[src/sv/csfd_pkg.sv]
// Shared types, widths and helpers for the CAN signal field decoder.
// Depends on nothing; used by can_signal_field_decoder.

package csfd_pkg;

    localparam int FRAME_BYTES_DEF = 8;

    localparam int PAYLOAD_W = 64;
    localparam int START_W   = 6;
    localparam int LEN_W     = 7;
    localparam int GAIN_W    = 32;
    localparam int BIAS_W    = 48;
    localparam int ACC_W     = PAYLOAD_W + GAIN_W;
    localparam int POS_W     = 7;
    localparam int CNT_W     = $clog2(GAIN_W);
    localparam int SUM_W     = 8;

    localparam logic [LEN_W-1:0] LEN_MAX  = LEN_W'(PAYLOAD_W);
    localparam logic [POS_W-1:0] POS_TOP  = POS_W'(PAYLOAD_W - 1);
    localparam logic [CNT_W-1:0] CNT_LAST = CNT_W'(GAIN_W - 1);

    typedef enum logic [2:0] {
        ST_IDLE,
        ST_SCAN,
        ST_CHK,
        ST_MUL,
        ST_DONE
    } t_state;

    // Reverse the bit order inside every byte, so sequential MSB-first
    // bit index b lands at word position b.
    function automatic logic [PAYLOAD_W-1:0] swap_in_bytes(input logic [PAYLOAD_W-1:0] w);
        logic [PAYLOAD_W-1:0] r;
        for (int k = 0; k < PAYLOAD_W; k++) begin
            r[k] = w[(k / 8) * 8 + 7 - (k % 8)];
        end
        return r;
    endfunction

endpackage

[src/sv/can_signal_field_decoder.sv]
// CAN signal field decoder: bit-serial field and selector extraction,
// shift-add fixed-point scaling with 64-bit saturation. Depends on csfd_pkg.
//
// Usage: an input beat (i_valid/o_ready) carries one payload and one signal
// description; one result beat (o_valid/i_ready) carries o_ok, o_raw_value
// and o_scaled_value. o_ready is high only while no item is being decoded.
// The payload streams through a shift register one bit per cycle: Intel
// order scans bit 63 down to 0, sequential MSB-first order scans upward
// from bit 0 to bit 63 or to the last bit that a field or the selector touches,
// if that is later (up to 126 with larger FRAME_BYTES). A check state compares
// the selector, then a shift-add pass over the 32 gain bits forms raw*gain+bias.
// The steps run in order: scan, check, multiply, then the load of the output
// register, which waits while a previous result is still held.
// A bad range skips the scan, check and multiply: the item goes straight to the
// output load with zeros. A multiplexor mismatch skips the multiply.
// The result sits in an output register; a new beat is accepted while it
// waits, and a finished item holds until the receiver frees the register.
// Reset (synchronous, active low) returns to idle and drops a pending result.

module can_signal_field_decoder #(
    parameter int FRAME_BYTES = csfd_pkg::FRAME_BYTES_DEF
) (
    input  logic                                i_clk,
    input  logic                                i_rst_n,
    input  logic                                i_valid,
    output logic                                o_ready,
    input  logic [csfd_pkg::PAYLOAD_W-1:0]      i_frame_payload,
    input  logic [csfd_pkg::START_W-1:0]        i_field_start,
    input  logic [csfd_pkg::LEN_W-1:0]          i_field_length,
    input  logic                                i_order_mode,
    input  logic                                i_sign_mode,
    input  logic                                i_mux_on,
    input  logic [csfd_pkg::START_W-1:0]        i_selector_start,
    input  logic [csfd_pkg::LEN_W-1:0]          i_selector_length,
    input  logic [csfd_pkg::PAYLOAD_W-1:0]      i_selector_match,
    input  logic signed [csfd_pkg::GAIN_W-1:0]  i_gain,
    input  logic signed [csfd_pkg::BIAS_W-1:0]  i_bias,
    output logic                                o_valid,
    input  logic                                i_ready,
    output logic                                o_ok,
    output logic signed [csfd_pkg::PAYLOAD_W-1:0] o_raw_value,
    output logic signed [csfd_pkg::PAYLOAD_W-1:0] o_scaled_value
);

    localparam int PW = csfd_pkg::PAYLOAD_W;
    localparam int AW = csfd_pkg::ACC_W;
    localparam int FrameBits = FRAME_BYTES * 8;

    csfd_pkg::t_state r_state, n_state;

    logic                          r_out_valid, n_out_valid;
    logic                          r_out_ok, n_out_ok;
    logic [PW-1:0]                 r_out_raw, n_out_raw;
    logic [PW-1:0]                 r_out_scaled, n_out_scaled;

    logic [csfd_pkg::POS_W-1:0]    r_pos, n_pos;
    logic [PW-1:0]                 r_sh, n_sh;
    logic                          r_order, n_order;
    logic                          r_fill, n_fill;
    logic                          r_first, n_first;
    logic [csfd_pkg::START_W-1:0]  r_fstart, n_fstart;
    logic [csfd_pkg::POS_W-1:0]    r_fend, n_fend;
    logic                          r_mux, n_mux;
    logic [csfd_pkg::START_W-1:0]  r_sstart, n_sstart;
    logic [csfd_pkg::POS_W-1:0]    r_send, n_send;
    logic [csfd_pkg::POS_W-1:0]    r_last, n_last;
    logic [PW-1:0]                 r_fv, n_fv;
    logic [PW-1:0]                 r_sv, n_sv;
    logic [PW-1:0]                 r_match, n_match;
    logic [csfd_pkg::GAIN_W-1:0]   r_gn, n_gn;
    logic [csfd_pkg::BIAS_W-1:0]   r_bias, n_bias;
    logic [AW-1:0]                 r_acc, n_acc;
    logic [AW-1:0]                 r_mc, n_mc;
    logic [csfd_pkg::CNT_W-1:0]    r_cnt, n_cnt;
    logic                          r_good, n_good;

    logic                          in_take;
    logic                          out_load;
    logic [csfd_pkg::SUM_W-1:0]    f_sum, s_sum;
    logic                          f_ok, s_ok, rng_ok;
    logic [csfd_pkg::POS_W-1:0]    f_end, s_end, last_pos;
    logic                          scan_end;
    logic                          scan_bit;
    logic                          in_f, in_s;
    logic                          mismatch;
    logic [AW-1:0]                 addend;
    logic [AW-PW:0]                acc_hi;
    logic                          acc_fits;
    logic [PW-1:0]                 sat_val;

    assign o_ready        = (r_state == csfd_pkg::ST_IDLE);
    assign in_take        = i_valid && o_ready;
    assign out_load       = (r_state == csfd_pkg::ST_DONE) && (!r_out_valid || i_ready);
    assign o_valid        = r_out_valid;
    assign o_ok           = r_out_ok;
    assign o_raw_value    = r_out_raw;
    assign o_scaled_value = r_out_scaled;

    always_comb begin
        f_sum  = csfd_pkg::SUM_W'(i_field_start) + csfd_pkg::SUM_W'(i_field_length);
        s_sum  = csfd_pkg::SUM_W'(i_selector_start) + csfd_pkg::SUM_W'(i_selector_length);
        f_ok   = (i_field_length != '0) && (i_field_length <= csfd_pkg::LEN_MAX) &&
                 (32'(f_sum) <= 32'(FrameBits));
        s_ok   = (i_selector_length != '0) && (i_selector_length <= csfd_pkg::LEN_MAX) &&
                 (32'(s_sum) <= 32'(FrameBits));
        rng_ok = f_ok && (!i_mux_on || s_ok);
        f_end  = csfd_pkg::POS_W'(f_sum - csfd_pkg::SUM_W'(1));
        s_end  = csfd_pkg::POS_W'(s_sum - csfd_pkg::SUM_W'(1));
        last_pos = csfd_pkg::POS_TOP;
        if (f_end > last_pos) begin
            last_pos = f_end;
        end
        if (i_mux_on && (s_end > last_pos)) begin
            last_pos = s_end;
        end
    end

    always_comb begin
        scan_bit = r_order ? r_sh[0] : r_sh[PW-1];
        scan_end = r_order ? (r_pos == r_last) : (r_pos == '0);
        in_f     = (r_pos >= csfd_pkg::POS_W'(r_fstart)) && (r_pos <= r_fend);
        in_s     = (r_pos >= csfd_pkg::POS_W'(r_sstart)) && (r_pos <= r_send);
        mismatch = r_mux && (r_sv != r_match);
        addend   = r_gn[0] ? r_mc : '0;
        acc_hi   = r_acc[AW-1:PW-1];
        acc_fits = (&acc_hi) || !(|acc_hi);
        if (acc_fits) begin
            sat_val = r_acc[PW-1:0];
        end else if (r_acc[AW-1]) begin
            sat_val = {1'b1, {(PW-1){1'b0}}};
        end else begin
            sat_val = {1'b0, {(PW-1){1'b1}}};
        end
    end

    always_comb begin
        n_state = r_state;
        case (r_state)
            csfd_pkg::ST_IDLE: begin
                if (in_take) begin
                    n_state = rng_ok ? csfd_pkg::ST_SCAN : csfd_pkg::ST_DONE;
                end
            end
            csfd_pkg::ST_SCAN: begin
                if (scan_end) begin
                    n_state = csfd_pkg::ST_CHK;
                end
            end
            csfd_pkg::ST_CHK: begin
                n_state = mismatch ? csfd_pkg::ST_DONE : csfd_pkg::ST_MUL;
            end
            csfd_pkg::ST_MUL: begin
                if (r_cnt == csfd_pkg::CNT_LAST) begin
                    n_state = csfd_pkg::ST_DONE;
                end
            end
            csfd_pkg::ST_DONE: begin
                if (out_load) begin
                    n_state = csfd_pkg::ST_IDLE;
                end
            end
            default: begin
                n_state = csfd_pkg::ST_IDLE;
            end
        endcase
    end

    always_comb begin
        n_pos    = r_pos;
        n_sh     = r_sh;
        n_order  = r_order;
        n_fill   = r_fill;
        n_first  = r_first;
        n_fstart = r_fstart;
        n_fend   = r_fend;
        n_mux    = r_mux;
        n_sstart = r_sstart;
        n_send   = r_send;
        n_last   = r_last;
        n_fv     = r_fv;
        n_sv     = r_sv;
        n_match  = r_match;
        n_gn     = r_gn;
        n_bias   = r_bias;
        n_acc    = r_acc;
        n_mc     = r_mc;
        n_cnt    = r_cnt;
        n_good   = r_good;

        n_out_valid  = r_out_valid;
        n_out_ok     = r_out_ok;
        n_out_raw    = r_out_raw;
        n_out_scaled = r_out_scaled;
        if (r_out_valid && i_ready) begin
            n_out_valid = 1'b0;
        end

        case (r_state)
            csfd_pkg::ST_IDLE: begin
                if (in_take) begin
                    n_order  = i_order_mode;
                    n_sh     = i_order_mode ? csfd_pkg::swap_in_bytes(i_frame_payload)
                                            : i_frame_payload;
                    n_pos    = i_order_mode ? '0 : csfd_pkg::POS_TOP;
                    n_fill   = i_sign_mode && (i_order_mode || (f_end <= csfd_pkg::POS_TOP));
                    n_first  = 1'b1;
                    n_fstart = i_field_start;
                    n_fend   = f_end;
                    n_mux    = i_mux_on;
                    n_sstart = i_selector_start;
                    n_send   = s_end;
                    n_last   = last_pos;
                    n_fv     = '0;
                    n_sv     = '0;
                    n_match  = i_selector_match;
                    n_gn     = i_gain;
                    n_bias   = i_bias;
                    n_good   = rng_ok;
                end
            end
            csfd_pkg::ST_SCAN: begin
                n_pos = r_order ? r_pos + 1'b1 : r_pos - 1'b1;
                n_sh  = r_order ? {1'b0, r_sh[PW-1:1]} : {r_sh[PW-2:0], 1'b0};
                if (in_f) begin
                    n_first = 1'b0;
                    n_fv    = (r_first && r_fill) ? {PW{scan_bit}} : {r_fv[PW-2:0], scan_bit};
                end
                if (in_s) begin
                    n_sv = {r_sv[PW-2:0], scan_bit};
                end
            end
            csfd_pkg::ST_CHK: begin
                n_good = !mismatch;
                n_acc  = {{(AW - csfd_pkg::BIAS_W){r_bias[csfd_pkg::BIAS_W-1]}}, r_bias};
                n_mc   = {{(AW - PW){r_fv[PW-1]}}, r_fv};
                n_cnt  = '0;
            end
            csfd_pkg::ST_MUL: begin
                // gain MSB carries negative weight
                n_acc = (r_cnt == csfd_pkg::CNT_LAST) ? r_acc - addend : r_acc + addend;
                n_mc  = {r_mc[AW-2:0], 1'b0};
                n_gn  = {1'b0, r_gn[csfd_pkg::GAIN_W-1:1]};
                n_cnt = r_cnt + 1'b1;
            end
            csfd_pkg::ST_DONE: begin
                if (out_load) begin
                    n_out_valid  = 1'b1;
                    n_out_ok     = r_good;
                    n_out_raw    = r_good ? r_fv : '0;
                    n_out_scaled = r_good ? sat_val : '0;
                end
            end
            default: begin
                n_good = 1'b0;
            end
        endcase
    end

    always_ff @(posedge i_clk) begin
        if (!i_rst_n) begin
            r_state     <= csfd_pkg::ST_IDLE;
            r_out_valid <= 1'b0;
        end else begin
            r_state     <= n_state;
            r_out_valid <= n_out_valid;
        end
    end

    always_ff @(posedge i_clk) begin
        r_out_ok     <= n_out_ok;
        r_out_raw    <= n_out_raw;
        r_out_scaled <= n_out_scaled;
        r_pos        <= n_pos;
        r_sh         <= n_sh;
        r_order      <= n_order;
        r_fill       <= n_fill;
        r_first      <= n_first;
        r_fstart     <= n_fstart;
        r_fend       <= n_fend;
        r_mux        <= n_mux;
        r_sstart     <= n_sstart;
        r_send       <= n_send;
        r_last       <= n_last;
        r_fv         <= n_fv;
        r_sv         <= n_sv;
        r_match      <= n_match;
        r_gn         <= n_gn;
        r_bias       <= n_bias;
        r_acc        <= n_acc;
        r_mc         <= n_mc;
        r_cnt        <= n_cnt;
        r_good       <= n_good;
    end

endmodule
[config.mk]
export PLATFORM = sky130hd
export DESIGN_NAME = can_signal_field_decoder
export DESIGN_NICKNAME = d
export VERILOG_FILES = /design/src/sv/csfd_pkg.sv /design/src/sv/can_signal_field_decoder.sv
export SDC_FILE = /design/constraint.sdc
export NUM_CORES = 1
export LEC_CHECK = 0
export BUFFER_PORTS_ARGS = -buffer_cell sky130_fd_sc_hd__buf_2
export CAP_MARGIN = 5
export CORE_MARGIN = 10
export CORE_UTILIZATION = 55
export CTS_CLUSTER_DIAMETER = 120
export DETAILED_ROUTE_END_ITERATION = 6
export PLACE_DENSITY = 0.74
export SYNTH_ARGS = -nofsm -noshare
export SYNTH_HDL_FRONTEND = slang
export SYNTH_SLANG_ARGS = --single-unit
[constraint.sdc]
create_clock -name i_clk -period 28.5 [get_ports i_clk]
set_input_delay 7.125 -clock i_clk [delete_from_list [all_inputs] [get_ports i_clk]]
set_output_delay 7.125 -clock i_clk [all_outputs]
set_load 0.05 [all_outputs]
# --- Word level (Yosys, flattened, before mapping) ---
# Index checks and enable logic that the tools add are counted.
word_totals:
  input_bits: 241
  ff_bits: 711
  wordCells: 141
  out_inout_bits: 131
op_classes:
  add_sub_neg: 9
  n_eq_ne: 13
  n_reduce_logical: 40
  bitwise: 1
  n_mux: 42
  n_lt_le_gt_ge: 11
ops:
  columns: ["cell", "n"]
  rows:
  - ["$mux W64", 9]
  - ["$pmux W64 S2", 3]
  - ["$pmux W96 S2", 2]
  - ["$mux W96", 2]
  - ["$add A96 B96 Y96", 1]
  - ["$sub A96 B96 Y96", 1]
  - ["$ne A64 B64 Y1", 1]
  - ["$pmux W32 S2", 1]
  - ["$reduce_and A33 Y1", 1]
  - ["$reduce_or A33 Y1", 1]
  - ["$mux W32", 1]
  - ["$mux W7", 4]
  - ["$sub A7 B1 Y7 const B", 3]
  - ["$mux W3", 6]
  - ["$add A6 B7 Y8", 2]
  - ["$le A8 B7 Y1 const B", 2]
  - ["$pmux W3 S5", 1]
  - ["$ge A7 B6 Y1", 2]
  - ["$le A7 B7 Y1", 2]
  - ["$le A7 B7 Y1 const B", 2]
  - ["$logic_and A1 B1 Y1", 14]
  - ["$pmux W7 S2", 1]
  - ["$reduce_bool A7 Y1", 2]
  - ["$ne A2 B2 Y1 const B", 5]
  - ["26 further kinds", 47]

# --- Logic depth before layout (Yosys ltp) ---
depth:
  depth_word: 8
  mapped_depth: 30
  mapped_depth_nobuf: 22

# --- Least setup slack after synthesis ---
# OpenSTA, ideal clock, no wires.
synth_path:
  path_kind: "input to register"
  from: "input i_ready"
  to: "register r_out_ok (netlist: o_ok), enable pin"
  n_path_buf: 0
  setup_time_ns: 0.933
  slack_ns: 8.248
  cell_stages: 2
  arrival_ns: 19.319
  required_ns: 27.567
  path_cell_list: "nor2b_1 > nor4_1"
synth_between:
  elab_chain_cells: 3
synth_rtl:
  columns: ["item", "line", "rtl"]
  rows:
  - ["start, declared", "can_signal_field_decoder.sv:39", "input logic i_ready,"]
  - ["$logic_or A1 B1 Y1", "can_signal_field_decoder.sv:93", "assign out_load = (r_state == csfd_pkg::ST_DONE) && (!r_out_valid || i_ready);"]
  - ["$logic_and A1 B1 Y1", "can_signal_field_decoder.sv:93", null]
  - ["$reduce_and A2 Y1 (no source line)", null, null]
  - ["end signal, assigned", "can_signal_field_decoder.sv:270", "r_out_ok <= n_out_ok;"]
  - ["end, declared", "can_signal_field_decoder.sv:52", "logic r_out_ok, n_out_ok;"]
# Every way passes these cells.
# A chain may end at the register's enable or synchronous reset.

# --- Worst setup path in the final report ---
layout_path:
  from: "input i_field_start[0] (netlist name)"
  to: "register r_last[6] (netlist name), data pin"
layout_between:
  elab_chain_cells: 7
layout_rtl:
  columns: ["item", "line", "rtl"]
  rows:
  - ["start, declared", "can_signal_field_decoder.sv:28", "input logic [csfd_pkg::START_W-1:0] i_field_start,"]
  - ["$add A6 B7 Y8 *", "can_signal_field_decoder.sv:100", "f_sum = csfd_pkg::SUM_W'(i_field_start) + csfd_pkg::SUM_W'(i_field_length);"]
  - ["$sub A7 B1 Y7 *", "can_signal_field_decoder.sv:107", "f_end = csfd_pkg::POS_W'(f_sum - csfd_pkg::SUM_W'(1));"]
  - ["$gt A7 B6 Y1", "can_signal_field_decoder.sv:110", "if (f_end > last_pos) begin"]
  - ["$mux W7 *", "can_signal_field_decoder.sv:110", null]
  - ["$gt A7 B7 Y1", "can_signal_field_decoder.sv:113", "if (i_mux_on && (s_end > last_pos)) begin"]
  - ["$logic_and A1 B1 Y1", "can_signal_field_decoder.sv:113", null]
  - ["$mux W7 *", "can_signal_field_decoder.sv:113", null]
  - ["named net last_pos (one bit)", "can_signal_field_decoder.sv:81", "logic [csfd_pkg::POS_W-1:0] f_end, s_end, last_pos;"]
  - ["end signal, assigned", "can_signal_field_decoder.sv:283", "r_last <= n_last;"]
  - ["end, declared", "can_signal_field_decoder.sv:66", "logic [csfd_pkg::POS_W-1:0] r_last, n_last;"]
# Mark *: on every way through the listed nets, which the timed path passes. The rest lies on a longest branch.

==> results.py <==
metrics = {
    "min_path": {
        "min_path_type": "flip-flop to flip-flop",
    },
    "critical_path": {
        "ff2ff_setup_slack_ps": 21840,
        "critPathLaunch": "i_field_start[0]",
        "crit_fanout": 8,
        "crit_type": "primary input to flip-flop",
        "path_delay_family": "compound AO/OA/AOI/OAI gates",
        "cpMostUsedCell": "a21oi_1",
        "reg2reg_depth": 20,
        "cp-start-kind": "primary input",
        "crit_buf_inv": 1,
        "cp-end-kind": "flip-flop",
        "crit_path_end": "r_last[6]$_DFFE_PP_",
        "cp_cell_sequence": "buf_2 > ha_1 > fa_1 > a21o_1 > a21oi_1 > xnor2_1 > nor2b_1 > o21ai_0 > o31ai_1 > nand3_1 > xor2_1 > a21oi_1 > ha_1 > a21oi_1 > maj3_1 > o21ai_0 > o311ai_2 > mux2_2",
        "worst-path-stages": 18,
        "required_ps": 28880,
        "cpPeakStageDelay_ps": 520,
        "r2r_end": "r_acc[95]$_DFFE_PP_",
        "cp.arrival_ps": 11580,
        "reg2reg_from": "r_cnt[0]$_SDFFCE_PN0P_",
        "slowest_stage": "xor2_1",
    },
    "sta": {
        "fin_tns_setup_ps": 0,
        "min_period_ps": 11190,
        "finalHoldViolCount": 0,
        "drv_slew": 0,
        "setup_ws_ps": 17310,
        "rsz0062_at_grt": "no",
        "slew_headroom_pct": 23.9,
        "fin_crit_sh_pct": 39.3,
        "setup_viol": 0,
        "whs_ps": 508,
        "worstMarginPinSlew_ps": 1140,
        "fmax_ghz": 0.0893,
        "skew_ps": 23.1,
    },
    "clock_tree": {
        "htreeDepth": 3,
        "cts_buffer_depth": 3,
        "post_cts_resized": 0,
        "cts_tree": "built",
        "cts-hold-fix-buffers": 0,
        "path_clk_slew_ps": 60,
        "cts-root-buf": "clkbuf_16",
        "cts.sinks": 711,
        "insertion_delay_ps": 630,
        "tritoncts.num_buffers": 76,
        "postCtsSetupBuffers": 0,
    },
    "synthesis": {
        "yosys_warnings": 0,
        "async_reset_ff_share_pct": 0,
        "ys_seq_area_share_pct": 53.8,
        "ys_seq_elements": 711,
        "synth_ff_type": "edfxtp_1",
        "synth_edf_count": 707,
        "synth.distinct_cells": 89,
        "syn_nets": 4113,
        "synth_area_um2": 39600,
        "syn_inst": 3718,
        "synth_area_per_cell_um2": 10.7,
    },
    "cells_and_area": {
        "nNetsFinal": 4380,
        "final_cells": 4991,
        "fin_util_pct": 62.6,
        "drive_gt1_share_pct": 13.9,
        "area_delta_synth_final_pct": 12.8,
    },
    "floorplanning": {
        "die-area_um2": 83200,
        "initial_core_util_pct": 55.5,
        "die-height_um": 288,
        "die_width_um": 288,
        "row_count": 98,
        "pin_count": 372,
        "core_um2": 71500,
    },
    "placed_design": {
        "post-place-ws_ps": 16630,
        "place.detailed.hpwl_um": 75700,
        "port_buffers": 371,
        "dp_cells": 4857,
        "gp_congestion": 0.954,
    },
    "power": {
        "peakVddDrop_v": 0.0000637,
        "cellPowerDensity_nw_per_um2": 72.2,
        "p_leak_nw": 17.3,
    },
    "run_status": {
        "violations": "DRC",
        "status": "finished with violations",
    },
    "global_routing": {
        "grt_pass1_wl_um": 162000,
        "grt_overflow_total": 0,
        "grt_use_total_pct": 24.7,
        "first_global_vias": 28458,
        "grt_start_max_net_pins": 158,
        "antenna_found_initial": 5,
    },
    "detailed_routing": {
        "vias_per_cell": 5.91,
        "drc": 5,
        "dr.pass1.iters": 7,
        "ant_nets": 0,
        "wl_per_cell_um": 21.2,
        "drt-initial-drc-count": 2670,
        "dr_total_vias": 29501,
        "routed_wl_um": 106000,
    },
    "job": {
        "cap_violations": 0,
    },
}
layout by cell type (no fill, tap or decap), drive strengths merged, types with 17 or more instances in the layout:
cell type    n
a211oi      72
a21o        84
a21oi      329
a31oi       25
and2       142
and3        19
buf        396
clkbuf      90
clkinv      30
edfxtp     707
ha         150
inv        102
mux2i       72
nand2      531
nand2b      17
nand3       57
nand4       68
nor2       146
nor2b      154
nor3        40
nor4        38
o211ai      26
o21a        81
o21ai      189
o21bai      44
o31ai       22
or3         23
xnor2      145
xor2       101
how the worst min path moves through the flow:
stage                           start  cells past startpoint                 end
2_1_floorplan        r_good$_DFFE_PP_                      0      o_ok$_DFFE_PP_
4_1_cts            r_gn[13]$_DFFE_PP_                      2  r_gn[12]$_DFFE_PP_
6_report            r_gn[2]$_DFFE_PP_                      2   r_gn[1]$_DFFE_PP_
3_3_place_gp   r_gn[31]$_SDFFCE_PP0P_                      2  r_gn[30]$_DFFE_PP_
3_5_place_dp       r_gn[13]$_DFFE_PP_                      2  r_gn[12]$_DFFE_PP_
5_1_grt             r_gn[2]$_DFFE_PP_                      2   r_gn[1]$_DFFE_PP_
where the power goes:
| part | leakage, nW | internal, mW | switching [mW] | total (mW) |
|---|---|---|---|---|
| logic | 9.36 | 0.268 | 0.540 | 0.808 |
| clock network | 1.20 | 0.569 | 0.423 | 0.992 |
| registers | 6.75 | 1.35 | 0.0819 | 1.43 |
| total | 17.3 | 2.18 | 1.05 | 3.23 |
cell usage after synthesis, types with 98 or more instances:
| master | n | area, um^2 |
|---|---|---|
| o21ai_0 | 165 | 826 |
| nor2b_1 | 154 | 963 |
| nor2_1 | 144 | 541 |
| nand2_1 | 530 | 1990 |
| xnor2_1 | 145 | 1270 |
| xor2_1 | 101 | 885 |
| a21oi_1 | 327 | 1640 |
| ha_1 | 150 | 1880 |
| clkbuf_1 | 187 | 702 |
| edfxtp_1 | 707 | 21200 |
| and2_1 | 141 | 882 |
| inv_1 | 98 | 368 |
stage by stage:
stage | cell area, um^2 | power [mW]
final | 44700 | 3.23
after global routing | 44700 | 3.38
after CTS | 44700 | 3.25
after detailed placement | 42200 | 2.25
after global placement | 42200 | 2.24
after floorplan | 39600 | 2.03
logic make-up (layout without fill, tap and decap cells):
kind of cell / Yosys count / in the layout / share of synthesized area (%)
AO/OA/AOI/OAI: 956 / 956 / 15.4
buffers and inverters: 307 / 629 / 2.91
flip-flops: 711 / 711 / 53.8
XOR/XNOR: 246 / 246 / 5.43
AND/OR/NAND/NOR: 1267 / 1267 / 15.6
adder cells (fa/ha/maj): 155 / 155 / 4.96
multiplexers: 76 / 76 / 1.93
other: 0 / 1 / 0
sequential cells by signal (all words and copies together), names as in the netlist, 3 cells and up:
| name | count |
|---|---|
| o_scaled_value | 64 |
| o_raw_value | 64 |
| r_fend | 7 |
| r_sstart | 6 |
| r_fv | 64 |
| r_cnt | 5 |
| r_last | 7 |
| r_acc | 96 |
| r_mc | 96 |
| r_gn | 32 |
| r_fstart | 6 |
| r_bias | 48 |
| r_pos | 7 |
| r_match | 64 |
| r_send | 7 |
| r_sv | 64 |
| r_state | 3 |
| r_sh | 64 |
per-layer routing:
layer  track usage [%]  up-vias  part of all wire (%)
met2              38.5     1088                    45
met3              4.66      186                   7.7
li1                  -    14161                     -
met4              8.39        8                   3.1
met5                 0        -                 0.040
met1              34.4    14058                    44
area by class of cell:
type | instances | area, um^2
clock buffer | 90 | 1950
sequential | 711 | 21300
timing repair buffer | 396 | 2070
multi-input combinational | 2700 | 17300
tap | 950 | 1190
clock inverter | 43 | 533
antenna | 1 | 2.50
fill | 5845 | 26800
inverter | 100 | 380
tightest hold or removal path, cell delays in order, from the launching register on:
cell,delay [ps]
edfxtp_1,320
nand2_1,50
nand2_1,50
Note: power is estimated with default switching activity, not from simulation.
